`config.mk`:
```
export PLATFORM = sky130hd
export DESIGN_NAME = sampled_hit_count_alarm_unit_flat
export DESIGN_NICKNAME = d
export VERILOG_FILES = /design/src/rtl/shca_pkg.sv /design/src/rtl/shca_if.sv /design/src/rtl/shca_core.sv /design/src/rtl/sampled_hit_count_alarm_unit.sv /design/src/flat_wrapper.sv
export SDC_FILE = /design/constraint.sdc
export NUM_CORES = 1
export LEC_CHECK = 0
export BUFFER_PORTS_ARGS = -buffer_cell sky130_fd_sc_hd__buf_2
export CAP_MARGIN = 20
export CORE_MARGIN = 5
export CORE_UTILIZATION = 30
export CTS_CLUSTER_DIAMETER = 150
export DETAILED_ROUTE_END_ITERATION = 10
export HOLD_SLACK_MARGIN = 0.08
export PLACE_DENSITY = 0.5
export SYNTH_ARGS = -nofsm -noshare
export SYNTH_HDL_FRONTEND = slang
export SYNTH_HIERARCHICAL = 1
export SYNTH_SLANG_ARGS = --single-unit
export TNS_END_PERCENT = 50
```
`constraint.sdc`:
```
create_clock -name clk -period 5.65 [get_ports clk]
set_input_delay 0.565 -clock clk [delete_from_list [all_inputs] [get_ports clk]]
set_output_delay 0.565 -clock clk [all_outputs]
set_load 0.005 [all_outputs]
```
`src/rtl/shca_pkg.sv`:
```
// Shared types and constants for the sampled hit-count alarm.
// No dependencies; shca_core and the top level import this package.
`timescale 1ns / 1ps

package shca_pkg;

  // Configuration register indexes
  localparam logic [1:0] CFG_SCAN_PERIOD   = 2'd0;
  localparam logic [1:0] CFG_REQUIRED_HITS = 2'd1;
  localparam logic [1:0] CFG_ALARM_HOLD    = 2'd2;

  // Register reset values
  localparam logic [15:0] SCAN_PERIOD_RESET   = 16'd50;
  localparam logic [7:0]  REQUIRED_HITS_RESET = 8'd5;
  localparam logic [15:0] ALARM_HOLD_RESET    = 16'd1000;

  // Extra ticks added to the hit window
  localparam logic [24:0] WINDOW_EXTRA = 25'd500;
  localparam logic [24:0] WINDOW_LIMIT_RESET = 25'd750;

  // Saturation limits of the counters
  localparam logic [15:0] MAX16 = 16'hFFFF;
  localparam logic [24:0] MAX25 = 25'h1FF_FFFF;
  localparam logic [7:0]  MAX8  = 8'hFF;

  // Configuration seen by the tick update logic
  typedef struct packed {
    logic [15:0] scan_period;
    logic [7:0]  required_hits;
    logic [15:0] alarm_hold;
    logic [24:0] window_limit;
  } cfg_t;

  // Result of one tick
  typedef struct packed {
    logic alarm_active;
    logic alarm_triggered;
  } result_t;

endpackage

```
`src/rtl/shca_if.sv`:
```
// Handshake interfaces for the sampled hit-count alarm: pin ticks,
// alarm results and configuration writes. Depends on nothing.
`timescale 1ns / 1ps

interface shca_pin_if;
  logic valid;
  logic ready;
  logic pin_level;

  modport source (output valid, output pin_level, input ready);
  modport sink (input valid, input pin_level, output ready);
endinterface

interface shca_alarm_if;
  logic valid;
  logic ready;
  logic alarm_active;
  logic alarm_triggered;

  modport source (output valid, output alarm_active, output alarm_triggered, input ready);
  modport sink (input valid, input alarm_active, input alarm_triggered, output ready);
endinterface

interface shca_cfg_if;
  logic        valid;
  logic        ready;
  logic [1:0]  reg_index;
  logic [15:0] wdata;

  modport source (output valid, output reg_index, output wdata, input ready);
  modport sink (input valid, input reg_index, input wdata, output ready);
endinterface

```
`src/rtl/shca_core.sv`:
```
// Tick update of the sampled hit-count alarm: elapsed counters, hit count
// and alarm flag. Depends on shca_pkg.
`timescale 1ns / 1ps

module shca_core
  import shca_pkg::*;
(
  input  logic    clk,
  input  logic    rst,
  input  logic    advance,
  input  logic    pin_level,
  input  cfg_t    cfg,
  output result_t result
);

  logic [15:0] since_scan, since_scan_next;
  logic [24:0] since_window, since_window_next;
  logic [15:0] since_alarm, since_alarm_next;
  logic [7:0]  hit_count, hit_count_next;
  logic        alarm_flag, alarm_flag_next;

  logic [15:0] scan_inc, alarm_inc;
  logic [24:0] window_inc;
  logic [7:0]  hits_sampled, hits_windowed;
  logic        scan_due, window_due, hold_over, alarm_kept, trig;

  // Work out the next state for one tick
  always_comb begin
    scan_inc   = (since_scan >= MAX16) ? MAX16 : since_scan + 16'd1;
    window_inc = (since_window >= MAX25) ? MAX25 : since_window + 25'd1;
    alarm_inc  = (since_alarm >= MAX16) ? MAX16 : since_alarm + 16'd1;

    scan_due = scan_inc >= cfg.scan_period;
    since_scan_next = scan_due ? 16'd0 : scan_inc;
    if (scan_due && pin_level) begin
      hits_sampled = (hit_count >= MAX8) ? MAX8 : hit_count + 8'd1;
    end else begin
      hits_sampled = hit_count;
    end

    window_due = window_inc >= cfg.window_limit;
    since_window_next = window_due ? 25'd0 : window_inc;
    hits_windowed = window_due ? 8'd0 : hits_sampled;

    hold_over  = alarm_inc >= cfg.alarm_hold;
    alarm_kept = alarm_flag && !hold_over;

    trig = hits_windowed >= cfg.required_hits;
    hit_count_next   = trig ? 8'd0 : hits_windowed;
    alarm_flag_next  = trig || alarm_kept;
    since_alarm_next = trig ? 16'd0 : alarm_inc;
  end

  assign result.alarm_active    = alarm_flag_next;
  assign result.alarm_triggered = trig;

  // Advance the state once per transaction
  always_ff @(posedge clk) begin
    if (rst) begin
      since_scan   <= 16'd0;
      since_window <= 25'd0;
      since_alarm  <= 16'd0;
      hit_count    <= 8'd0;
      alarm_flag   <= 1'b0;
    end else if (advance) begin
      since_scan   <= since_scan_next;
      since_window <= since_window_next;
      since_alarm  <= since_alarm_next;
      hit_count    <= hit_count_next;
      alarm_flag   <= alarm_flag_next;
    end
  end

  // A trigger leaves the alarm raised with a fresh hold timer
  a_trig_restarts_hold: assert property (@(posedge clk) disable iff (rst)
    advance && trig |=> alarm_flag && since_alarm == 16'd0)
    else $error("trigger did not raise alarm and restart hold");

  // Without a trigger the count stays below the threshold
  a_count_below_threshold: assert property (@(posedge clk) disable iff (rst)
    advance && !trig |=> hit_count < $past(cfg.required_hits))
    else $error("hit count reached threshold without trigger");

  // Hold the state while no tick moves
  a_state_holds: assert property (@(posedge clk) disable iff (rst)
    !advance |=> $stable(since_scan) && $stable(hit_count) && $stable(alarm_flag))
    else $error("state changed without a tick");

endmodule

```
`src/rtl/sampled_hit_count_alarm_unit.sv`:
```
// Top level of the sampled hit-count alarm: input register, config
// registers, tick update core and result register.
// Depends on shca_pkg, shca_if.sv and shca_core.
//
//   channel  modport  payload                          role
//   pin      sink     pin_level                        one tick per transaction
//   alarm    source   alarm_active, alarm_triggered    one result per tick
//   cfg      sink     reg_index[1:0], wdata[15:0]      register write, always ready
//
// From acceptance to result a tick passes the input register, then the state
// update into the result register. One tick is accepted every cycle while
// results are taken. Reset (rst, synchronous) clears the state and loads
// register defaults. A stalled result holds the result register; the input
// register still takes one more tick, then pin.ready drops until the result
// is taken. The window limit is registered from the config registers; after
// a write it follows once the config and window limit registers have loaded.
`timescale 1ns / 1ps

module sampled_hit_count_alarm_unit
  import shca_pkg::*;
(
  input  logic clk,
  input  logic rst,
  shca_pin_if.sink     pin,
  shca_alarm_if.source alarm,
  shca_cfg_if.sink     cfg
);

  cfg_t        cfg_q;
  logic [23:0] hit_span;
  logic [24:0] window_limit_next;

  logic        in_valid;
  logic        in_pin;
  logic        advance;
  result_t     result;

  logic        out_valid;
  result_t     out_result;

  // Accept config writes at any time
  assign cfg.ready = 1'b1;

  always_ff @(posedge clk) begin
    if (rst) begin
      cfg_q.scan_period   <= SCAN_PERIOD_RESET;
      cfg_q.required_hits <= REQUIRED_HITS_RESET;
      cfg_q.alarm_hold    <= ALARM_HOLD_RESET;
    end else if (cfg.valid) begin
      case (cfg.reg_index)
        CFG_SCAN_PERIOD:   cfg_q.scan_period   <= cfg.wdata;
        CFG_REQUIRED_HITS: cfg_q.required_hits <= cfg.wdata[7:0];
        CFG_ALARM_HOLD:    cfg_q.alarm_hold    <= cfg.wdata;
        default: ;
      endcase
    end
  end

  // Register the window limit: hits times period plus the extra ticks
  assign hit_span          = {16'd0, cfg_q.required_hits} * {8'd0, cfg_q.scan_period};
  assign window_limit_next = {1'b0, hit_span} + WINDOW_EXTRA;

  always_ff @(posedge clk) begin
    if (rst) begin
      cfg_q.window_limit <= WINDOW_LIMIT_RESET;
    end else begin
      cfg_q.window_limit <= window_limit_next;
    end
  end

  // Move a tick on when the result register is free or being emptied
  assign advance   = in_valid && (!out_valid || alarm.ready);
  assign pin.ready = !in_valid || advance;

  // Input register
  always_ff @(posedge clk) begin
    if (rst) begin
      in_valid <= 1'b0;
    end else if (pin.ready) begin
      in_valid <= pin.valid;
    end
  end

  always_ff @(posedge clk) begin
    if (pin.ready && pin.valid) begin
      in_pin <= pin.pin_level;
    end
  end

  shca_core u_core (
    .clk       (clk),
    .rst       (rst),
    .advance   (advance),
    .pin_level (in_pin),
    .cfg       (cfg_q),
    .result    (result)
  );

  // Result register
  always_ff @(posedge clk) begin
    if (rst) begin
      out_valid <= 1'b0;
    end else if (advance) begin
      out_valid <= 1'b1;
    end else if (alarm.ready) begin
      out_valid <= 1'b0;
    end
  end

  always_ff @(posedge clk) begin
    if (advance) begin
      out_result <= result;
    end
  end

  assign alarm.valid           = out_valid;
  assign alarm.alarm_active    = out_result.alarm_active;
  assign alarm.alarm_triggered = out_result.alarm_triggered;

  // A trigger always comes with an active alarm
  a_trig_implies_active: assert property (@(posedge clk) disable iff (rst)
    out_valid && out_result.alarm_triggered |-> out_result.alarm_active)
    else $error("triggered result without active alarm");

  // Input stalls only while a tick waits in the input register
  a_stall_only_when_full: assert property (@(posedge clk) disable iff (rst)
    !pin.ready |-> in_valid && out_valid && !alarm.ready)
    else $error("input stalled with room to move");

  // Window limit matches the config registers except right after a write or a reset
  a_window_limit_current: assert property (@(posedge clk) disable iff (rst)
    !$past(cfg.valid) && !$past(rst) |-> cfg_q.window_limit == window_limit_next)
    else $error("window limit out of date");

endmodule
```
`src/flat_wrapper.sv`:
```
// flat-port wrapper written by rule: the top's interface ports become plain ports
module sampled_hit_count_alarm_unit_flat import shca_pkg::*;
  (clk, rst, pin_valid, pin_pin_level, pin_ready, alarm_valid, alarm_alarm_active, alarm_alarm_triggered, alarm_ready, cfg_valid, cfg_reg_index, cfg_wdata, cfg_ready);
  shca_pin_if pin_i ();
  shca_alarm_if alarm_i ();
  shca_cfg_if cfg_i ();
  input  logic clk;
  input  logic rst;
  input wire logic [$bits(pin_i.valid)-1:0] pin_valid;
  input wire logic [$bits(pin_i.pin_level)-1:0] pin_pin_level;
  output wire logic [$bits(pin_i.ready)-1:0] pin_ready;
  output wire logic [$bits(alarm_i.valid)-1:0] alarm_valid;
  output wire logic [$bits(alarm_i.alarm_active)-1:0] alarm_alarm_active;
  output wire logic [$bits(alarm_i.alarm_triggered)-1:0] alarm_alarm_triggered;
  input wire logic [$bits(alarm_i.ready)-1:0] alarm_ready;
  input wire logic [$bits(cfg_i.valid)-1:0] cfg_valid;
  input wire logic [$bits(cfg_i.reg_index)-1:0] cfg_reg_index;
  input wire logic [$bits(cfg_i.wdata)-1:0] cfg_wdata;
  output wire logic [$bits(cfg_i.ready)-1:0] cfg_ready;
  assign pin_i.valid = pin_valid;
  assign pin_i.pin_level = pin_pin_level;
  assign pin_ready = pin_i.ready;
  assign alarm_valid = alarm_i.valid;
  assign alarm_alarm_active = alarm_i.alarm_active;
  assign alarm_alarm_triggered = alarm_i.alarm_triggered;
  assign alarm_i.ready = alarm_ready;
  assign cfg_i.valid = cfg_valid;
  assign cfg_i.reg_index = cfg_reg_index;
  assign cfg_i.wdata = cfg_wdata;
  assign cfg_ready = cfg_i.ready;
  sampled_hit_count_alarm_unit u_core (.clk(clk), .rst(rst), .pin(pin_i), .alarm(alarm_i), .cfg(cfg_i));
endmodule
```
---- Word level (Yosys, flattened, before mapping) ----
Cells that the tools add are included.
Widths: inputs -> output; s select.
storage, ports and cells
  latch bits .............................. 0
  RAM bits ................................ 0
  register bits ........................... 136
  bits of input ports ..................... 24
  ROM bits ................................ 0
  output and inout port bits .............. 5
  memories ................................ 0
  logic and storage cells ................. 57
cells by class
  equality and inequality tests ........... 2
  reduce and logical (&&, ||, !) cells .... 15
  div/mod/pow operators ................... 0
  mux-type cells .......................... 12
  bitwise logic cells ..................... 0
  shifts and indexed selects .............. 0
  $add $sub $neg .......................... 5
  magnitude comparators ................... 8
  multipliers ............................. 1
operator list
  operator               number
  $mux 16                4
  $mux 25                2
  $add 16x1->16 const B  2
  $ge 16x16->1           2
  $ge 16x16->1 const B   2
  $mux 8                 4
  $add 24x9->25 const B  1
  $add 25x1->25 const B  1
  $ge 25x25->1           1
  $ge 25x25->1 const B   1
  $mul 8x16->24          1
  $add 8x1->8 const B    1
  $ge 8x8->1             1
  $ge 8x8->1 const B     1
  $reduce_and 2->1       3
  $logic_and 1x1->1      4
  $logic_not 1->1        3
  $logic_or 1x1->1       3
  $eq 2x1->1 const B     1
  $eq 2x2->1 const B     1
  $logic_not 2->1        1
  $mux 1                 2
  $reduce_bool 2->1      1

---- Depth between registers and ports, before layout ----
Gate-level depths: netlist of the first run.
  word-level depth ........................ 8
  mapped depth ............................ 29
  gate-level depth less buffers ........... 23

---- Cells and area by module ----
The synthesis of the first run kept the hierarchy.
by module, submodules not included
  module                        instances  area an instance (um2)  cells each  sequential area each (um2)
  sampled_hit_count_alarm_unit  1          6630.1                  757         1431.4
  shca_core                     1          6062.1                  847         1321.3

---- Worst setup path before layout of the first run ----
OpenSTA, ideal clock, no wires.
  kind .................................... register to register
  start ................................... register u_core.u_core.since_window[0]
  end ..................................... register u_core.u_core.hit_count[2]
  library setup time ...................... 70 ps
  data arrival time ....................... 5918 ps
  cell stages (with the launch flop) ...... 29
  clock period less this slack ............ 5988 ps
  path slack .............................. -338 ps
  required time ........................... 5580 ps
  path through ............................ dfxtp_1 > ha_1 > nand3_1 > or4_1 > clkbuf_2 > nor2b_1 > buf_2 > o21ai_2 > clkbuf_1 > clkbuf_1 > nand2_1 > ha_1 > a2111o_1 > o2111ai_1 > a2111oi_0 > nor3_2 > clkbuf_1 > inv_1 > nor3_1 > ha_1 > a21oi_1 > o21ai_0 > a211oi_2 > and2_1 > buf_2 > nor2b_1 > buf_2 > a41oi_1 > a21oi_1
between the ends
  word-level cells in the longest chain between the ends .. 6
  elaborated cells between the ends (all ways) .. 7
ends and longest elaborated chain
  what                                           RTL line         RTL
  start, declared                                shca_core.sv:17  logic [24:0] since_window, since_window_next;
  start signal, assigned                         shca_core.sv:67  since_window <= since_window_next;
  $add 25x1->25 or $ge 25x25->1 (tied branches)  shca_core.sv:30  window_inc = (since_window >= MAX25) ? MAX25 : since_window + 25'd1;
  $mux 25 *                                      shca_core.sv:30
  $ge 25x25->1 *                                 shca_core.sv:41  window_due = window_inc >= cfg.window_limit;
  $mux 8 *                                       shca_core.sv:43  hits_windowed = window_due ? 8'd0 : hits_sampled;
  $ge 8x8->1                                     shca_core.sv:48  trig = hits_windowed >= cfg.required_hits;
  $mux 8 *                                       shca_core.sv:49  hit_count_next = trig ? 8'd0 : hits_windowed;
  end signal, assigned                           shca_core.sv:69  hit_count <= hit_count_next;
  end, declared                                  shca_core.sv:19  logic [7:0] hit_count, hit_count_next;
Mark *: on every way between the ends. The rest lies on a longest branch, timed or not.
A chain may end at the register's enable or synchronous reset.

---- Worst setup path after layout of the first run ----
  start ................................... register u_core.u_core.since_scan[0]
  end ..................................... register u_core.u_core.hit_count[3]
between the ends
  word-level cells in the longest chain between the ends .. 8
  elaborated cells between the ends (all ways) .. 9
ends and longest elaborated chain
  what                                           RTL line         RTL
  start, declared                                shca_core.sv:16  logic [15:0] since_scan, since_scan_next;
  start signal, assigned                         shca_core.sv:66  since_scan <= since_scan_next;
  $add 16x1->16 or $ge 16x16->1 (tied branches)  shca_core.sv:29  scan_inc = (since_scan >= MAX16) ? MAX16 : since_scan + 16'd1;
  $mux 16 *                                      shca_core.sv:29
  $ge 16x16->1 *                                 shca_core.sv:33  scan_due = scan_inc >= cfg.scan_period;
  $logic_and 1x1->1 *                            shca_core.sv:35  if (scan_due && pin_level) begin
  $mux 8 *                                       shca_core.sv:35
  $mux 8 *                                       shca_core.sv:43
  $ge 8x8->1                                     shca_core.sv:48
  $mux 8 *                                       shca_core.sv:49
Marks and branches as above.

==> results of run 1 <==
[sequential cells by signal, indices dropped and copies added (netlist names)]
register	flops
u_core/alarm.valid	1
u_core/alarm.alarm_active	1
u_core/u_core/since_window	25
u_core/alarm.alarm_triggered	1
u_core/cfg_q	65
u_core/u_core/alarm_flag	1
u_core/in_pin	1
u_core/u_core/hit_count	8
u_core/in_valid	1
u_core/u_core/since_scan	16
u_core/u_core/since_alarm	16
[worst max-delay path, delay by kind of cell, from the launching register on]
family / cells / cell delay, ns
AO/OA/AOI/OAI: 8 / 1.70
adder cells (fa/ha/maj): 3 / 0.79
buffers and inverters: 2 / 0.28
flip-flops: 1 / 0.39
AND/OR/NAND/NOR: 9 / 2.04
[synth_stat cells (all sizes together) (7+ instances only)]
| library cell | instances |
|---|---|
| a221oi | 12 |
| nor2 | 74 |
| a21oi | 117 |
| nor3 | 11 |
| dfxtp | 133 |
| a211oi | 30 |
| inv | 211 |
| xor2 | 16 |
| a21o | 13 |
| and3 | 15 |
| nand2b | 30 |
| clkbuf | 68 |
| nand4 | 20 |
| and4 | 8 |
| nand3 | 58 |
| nand3b | 17 |
| o21ai | 55 |
| fa | 89 |
| nand2 | 229 |
| xnor2 | 28 |
| nor2b | 26 |
| ha | 121 |
| a31oi | 18 |
| and2 | 100 |
| buf | 16 |
| o211ai | 7 |
[cell usage in the layout, fill, tap and decap left out, types with 5 or more instances in the layout]
cell type,count
a211oi_1,29
a21o_1,13
a21oi_1,116
a221oi_1,8
a31oi_1,17
and2_1,99
and3_1,14
and4_1,7
buf_2,26
buf_4,38
clkbuf_16,18
dfxtp_1,132
fa_1,89
ha_1,119
inv_1,210
inv_6,7
mux2i_1,6
nand2_1,228
nand2b_1,29
nand3_1,58
nand3b_1,17
nand4_1,20
nor2_1,73
nor2b_1,24
nor3_1,8
o211ai_1,7
o21ai_0,47
o21ai_1,6
or2_2,5
xnor2_1,28
xor2_1,16
[power by group through the flow]
stage	registers (mW)	clock network, mW	logic (mW)
after detailed placement	1.06	0	0.498
after CTS	1.04	1.13	0.502
after global routing	1.05	1.17	0.580
after global placement	1.06	0	0.495
after floorplan	1.04	0	0.396
final	1.04	1.09	0.494
[layer usage]
layer / global-route usage (%) / vias up / part of all wire (%)
met1: 20.0 / 4966 / 52
met5: 0 / - / 0
met3: 2.38 / 26 / 2.8
li1: - / 5321 / -
met4: 3.67 / 0 / 1.4
met2: 21.3 / 142 / 44
[cell families (layout without fill, tap and decap cells)]
logic type               Yosys count  in the layout  synth area share, %
buffers and inverters            295            306                 9.08
AND/OR/NAND/NOR                  613            614                 24.5
AO/OA/AOI/OAI                    294            294                 14.8
flip-flops                       136            136                 21.7
adder cells (fa/ha/maj)          210            210                 26.0
other                              1              1               0.0295
XOR/XNOR                          44             44                 3.04
multiplexers                      11             11                0.917
[timing repair]
action / in CTS / in global routing
hold buffers: 0 / 0
pin swaps: 0 / 3
cloned: 0 / 1
buffers inserted: 0 / 8
gates resized for setup: 1 / 16
endpoints found under the setup margin: 2 / 11
[worst max path at each step]
stage                                        startpoint                         end  slack (ns)  cells past startpoint
after CTS                 u_core/u_core/since_window[1]  u_core/u_core/hit_count[3]        0.12                     22
after floorplan           u_core/u_core/since_window[0]  u_core/u_core/hit_count[3]       0.003                     27
after global routing      u_core/u_core/since_window[1]  u_core/u_core/hit_count[3]      -0.003                     24
final                       u_core/u_core/since_scan[0]  u_core/u_core/hit_count[3]        0.32                     22
after global placement      u_core/u_core/since_scan[0]  u_core/u_core/hit_count[7]        0.17                     21
after detailed placement    u_core/u_core/since_scan[0]  u_core/u_core/hit_count[3]        0.02                     21
[final cells by class]
class / instances / area [µm²]
timing repair buffer: 64 / 415
clock buffer: 19 / 464
sequential: 136 / 2750
tap: 539 / 674
multi-input combinational: 1174 / 8880
clock inverter: 12 / 104
inverter: 211 / 792
fill: 4405 / 27900
==> out/results.tsv, run 1 <==
metric	value	unit
grt_overflow	0	
antenna_found_initial	0	
grtUsageTotal	13.8	%
dp_hpwl	23700	µm
p_leak	6.69	nW
ys_seq_area_share	21.7	%
cp_max_fo	8	
synth_edf_count	3	
diodes	0	
swShare	30.8	%
clockBufferDepth	2	
fin_area	14100	µm²
cts_tree	yes	
post-route-util	33.6	%
fp.dieH	216	µm
vias_per_cell	4.85	
finalMaxSlewViolations	0	
reg2reg_depth	22	
syn-num-nets	1838	
holdPathEnd	u_core/in_pin	
p_sw	0.809	mW
cts_buffers	17	
tightest_slew	0.834	ns
vias	10500	
avgSynthCellArea	7.91	µm²
timing.rr.end	u_core/u_core/hit_count[3]	
crit_path_start_kind	flop	
r2r_slack	0.32	ns
clkSlewWorstSetupHoldPaths	0.06	ns
cp_cell_sequence	ha_2 -> nand3_1 -> or3_4 -> or3_4 -> buf_4 -> buf_4 -> nand2_1 -> ha_1 -> a21oi_1 -> o21ai_0 -> a2bb2oi_1 -> and3_4 -> nor2b_1 -> o211a_1 -> ha_1 -> a211oi_1 -> a21oi_1 -> a211oi_2 -> and2_1 -> nor2b_4 -> nand2_1 -> a221oi_1	
synth_flop_cell	dfxtp_1	
yosys_warnings	6	
finalCriticalPeriod	5.33	ns
place.gp.congestion	0.800	
setup_viol	0	
layout_setup_ws	0.323	ns
drive_above_1_share	8.85	%
async_flop_share	0	%
syn_inst	1604	
cts_root_buf	clkbuf_16	
critical_path_class	reg2reg	
hold_class	in2reg	
clock-skew-final	0.0112	ns
totalWireLength	31400	µm
grt_pass1_vias	10400	
maxSlewHeadroom	44.4	%
synthToLayoutAreaGrowth	11.0	%
ys_types	82	
pwr-share-clk	41.6	%
dp_cells	2115	
power_density	186	nW/µm²
cp_slowest_stage_delay	0.44	ns
irDropWorstVdd	0.161	mV
clock-sinks	136	
boundaryPins	29	
grt_max_degree	79	
insertion_delay	0.45	ns
placementRows	75	
route.detailed.drc	0	
hold_start	pin_pin_level	
firstDrtPassIters	5	
cp_slowest_cell	or3_4	
place_area	13400	µm²
drt_iter0_drc	668	
start_util	30.3	%
timing.final.crit_share	94.3	%
final_nets	1838	
dpl_worst_slack	0.0212	ns
worstPathRequired	6.00	ns
maxCapViolCount	0	
ys_ff_latch	136	
intPower	1.82	mW
post_drt_wl_per_cell	14.6	µm
die_width	216	µm
portBuffers	27	
status	complete, no violations	
crit_arrival	5.68	ns
hold_viol_final	0	
finalSetupTns	0	ns
htreeDepth	4	
final_cells	2155	
coreArea	41900	µm²
max_freq	188	MHz
ant_nets	0	
r2r_start	u_core/u_core/since_scan[0]	
die_area	46500	µm²
yosys.area.top_type_share	21.0	%
synth_area_leader_cell	dfxtp_1	
grt_pass1_wl	53500	µm
power_frac_seq	39.6	%
hold_slack	0.293	ns
cp-end-kind	flop	
whs_path_depth	1	
synth_area_leaders	dfxtp_1, fa_1, ha_1	
synth_area	12700	µm²
totalPowerFinal	2.63	mW
pwr-share-comb	18.8	%
No activity file was read; power rests on OpenSTA's default activity.
==> run 2: changes to the inputs <==
==> constraint.sdc (replaced) <==
create_clock -name clk -period 5.35 [get_ports clk]
set_input_delay 0.535 -clock clk [delete_from_list [all_inputs] [get_ports clk]]
set_output_delay 0.535 -clock clk [all_outputs]
set_load 0.005 [all_outputs]
==> out/results.tsv, run 2 (same netlist as run 1, synthesis figures left out) <==
metric	value	unit	change
status	complete, no violations		
start_util	30.3	%	unchanged
p_sw	0.871	mW	+7.6%
r2r_start	u_core/u_core/since_scan[0]		
clockBufferDepth	2		unchanged
place_area	13700	µm²	+2.3%
finalMaxSlewViolations	0		unchanged
maxCapViolCount	0		unchanged
reg.largest.list	u_core/cfg_q x65, u_core/u_core/since_window x25		
final_common_cell	nand2_1		
hold_class	in2reg		
ant_nets	0		unchanged
cp-end-kind	flop		
cts_hold_buf	0		unchanged
largest_register	u_core/cfg_q		
grt_pass1_vias	10700		+2.5%
worstPathRequired	5.70	ns	-0.30 ns
crit_path_start_kind	flop		
clock-skew-final	0.0128	ns	+0.00158 ns
grt_pass1_wl	54000	µm	+0.77%
insertion_delay	0.44	ns	about the same
hold_viol_final	0		unchanged
placementRows	75		unchanged
setup_viol	0		unchanged
intPower	1.90	mW	+4.6%
diodes	0		unchanged
pwr-share-clk	40.0	%	-1.6 points
crit_arrival	5.53	ns	-0.15 ns
rsz0062_at_grt	true		
pwr-share-comb	20.4	%	+1.6 points
coreArea	41900	µm²	unchanged
cts_root_buf	clkbuf_16		
finalCriticalPeriod	5.17	ns	-0.154 ns
power_density	189	nW/µm²	+1.5%
vias_per_cell	4.93		+1.6%
dp_hpwl	24200	µm	+2.4%
fp.dieH	216	µm	unchanged
grtUsageTotal	14.0	%	+0.18 points
tightest_slew	1.00	ns	+0.168 ns
htreeDepth	4		unchanged
final_cell_mix	nand2_1, inv_1, dfxtp_1		
drive_above_1_share	13.3	%	+4.4 points
critPathLaunch	u_core/u_core/since_scan[0]		
fillerInstances	4394		-0.25%
cp_max_fo	6		-2
totalWireLength	32400	µm	+3.1%
fin_area	14600	µm²	+3.9%
portBuffers	27		unchanged
boundaryPins	29		unchanged
regArea	2760	µm²	+0.18%
antenna_found_initial	1		+1
swShare	31.4	%	+0.61 points
die_area	46500	µm²	unchanged
clkSlewWorstSetupHoldPaths	0.07	ns	about the same
irDropWorstVdd	0.157	mV	-2.5%
drt_iter0_drc	556		-17%
cts_tree	yes		
largest_reg_flops	65		unchanged
die_width	216	µm	unchanged
grt_overflow	0		unchanged
p_leak	6.92	nW	+3.5%
max_freq	193	MHz	+3.0%
firstDrtPassIters	5		unchanged
maxSlewHeadroom	33.0	%	-11 points
route.detailed.drc	0		unchanged
place.gp.congestion	0.864		+8.1%
hold_start	pin_pin_level		
post_drt_wl_per_cell	14.8	µm	+1.4%
power_frac_seq	39.6	%	about the same
critical_path_class	reg2reg		
multiInputGateArea	9140	µm²	+2.9%
final_nets	1874		+2.0%
totalPowerFinal	2.77	mW	+5.5%
grt_max_degree	76		-3.8%
clock-sinks	136		unchanged
timing.final.crit_share	96.7	%	+2.4 points
cts_buffers	17		unchanged
vias	10800		+3.3%
synthToLayoutAreaGrowth	15.3	%	
[run 2: changes by cell type in the layout (fill, tap and decap cells not counted), moves of 4 or more]
cell     delta
buf_4      +32
o21ai_0     -4
nand2_1     -5
a21oi_2     +5
ha_4        +6
dfxtp_1     -4
inv_6       -5
dfxtp_2     +4
nand2_4     +4
ha_1        -6
a21oi_1     -5
[run 2: per-layer routing]
| metal | GRT usage, % | wire (µm) | vias up | share of wire [%] |
|---|---|---|---|---|
| met5 | 0 | 7 | - | 0.022 |
| met4 | 4.10 | 522 | 2 | 1.6 |
| met3 | 2.41 | 993 | 33 | 3.1 |
| met2 | 22.1 | 14700 | 142 | 45 |
| met1 | 19.7 | 16200 | 5219 | 50 |
| li1 | - | - | 5407 | - |
[run 2: repair_timing]
item                                    4_1_cts  5_1_grt
pin swaps                                     1       23
gates cloned                                  0        1
gates resized for setup                       2       51
endpoints found under the setup margin       10       27
buffers inserted                              4       16
[run 2: power groups by stage]
| stage | registers (mW) | logic [mW] | clock network (mW) |
|---|---|---|---|
| 2_1_floorplan | 1.10 | 0.426 | 0 |
| 3_3_place_gp | 1.12 | 0.552 | 0 |
| 3_5_place_dp | 1.12 | 0.557 | 0 |
| 4_1_cts | 1.10 | 0.563 | 1.15 |
| 5_1_grt | 1.10 | 0.648 | 1.19 |
| 6_report | 1.10 | 0.565 | 1.11 |
[run 2: area by class of cell]
cell class / instances / area share (%)
Clock buffer: 17 / 2.91
Clock inverter: 14 / 0.795
Inverter: 211 / 5.41
Multi-Input combinational cell: 1174 / 62.5
Sequential cell: 136 / 18.8
Tap cell: 539 / 4.61
Timing Repair Buffer: 100 / 4.97
[run 2: metrics by stage]
stage	TNS [ns]	std cells	hold slack (ns)	utilization, %	setup slack [ns]
floorplan	-0.0326	1604	0.436	-	-0.0141
global placement	-0.00605	2139	0.444	32.6	-0.00605
detailed placement	-0.349	2139	0.448	32.6	-0.0942
CTS	0	2174	0.225	34.0	0.0636
global route	-0.503	2191	0.243	34.9	-0.109
finish	0	2191	0.265	34.9	0.177
[run 2: worst paths after layout]
path,endpoint,slack [ns],cells past startpoint
worst max-delay path,u_core/u_core/hit_count[3],0.18,21
worst max register to register,u_core/u_core/hit_count[3],0.18,21
worst min register to register,u_core/cfg_q[40],0.46,2
worst min-delay path,u_core/in_pin,0.26,1
[run 2: worst max-delay path: stages (launching register included)]
cell	delay, ns
dfxtp_2	0.36
ha_4	0.15
nand3_2	0.08
or3_4	0.39
or3_4	0.46
nand2_1	0.08
ha_1	0.14
nand4_1	0.13
or3_1	0.37
or4_4	0.57
and3_4	0.24
nor3b_4	0.20
o21ai_0	0.10
a31oi_1	0.19
ha_1	0.26
o21ai_1	0.13
nor2_1	0.09
a211oi_2	0.30
and2_1	0.19
nor2b_4	0.24
nand2_2	0.11
a221oi_2	0.28
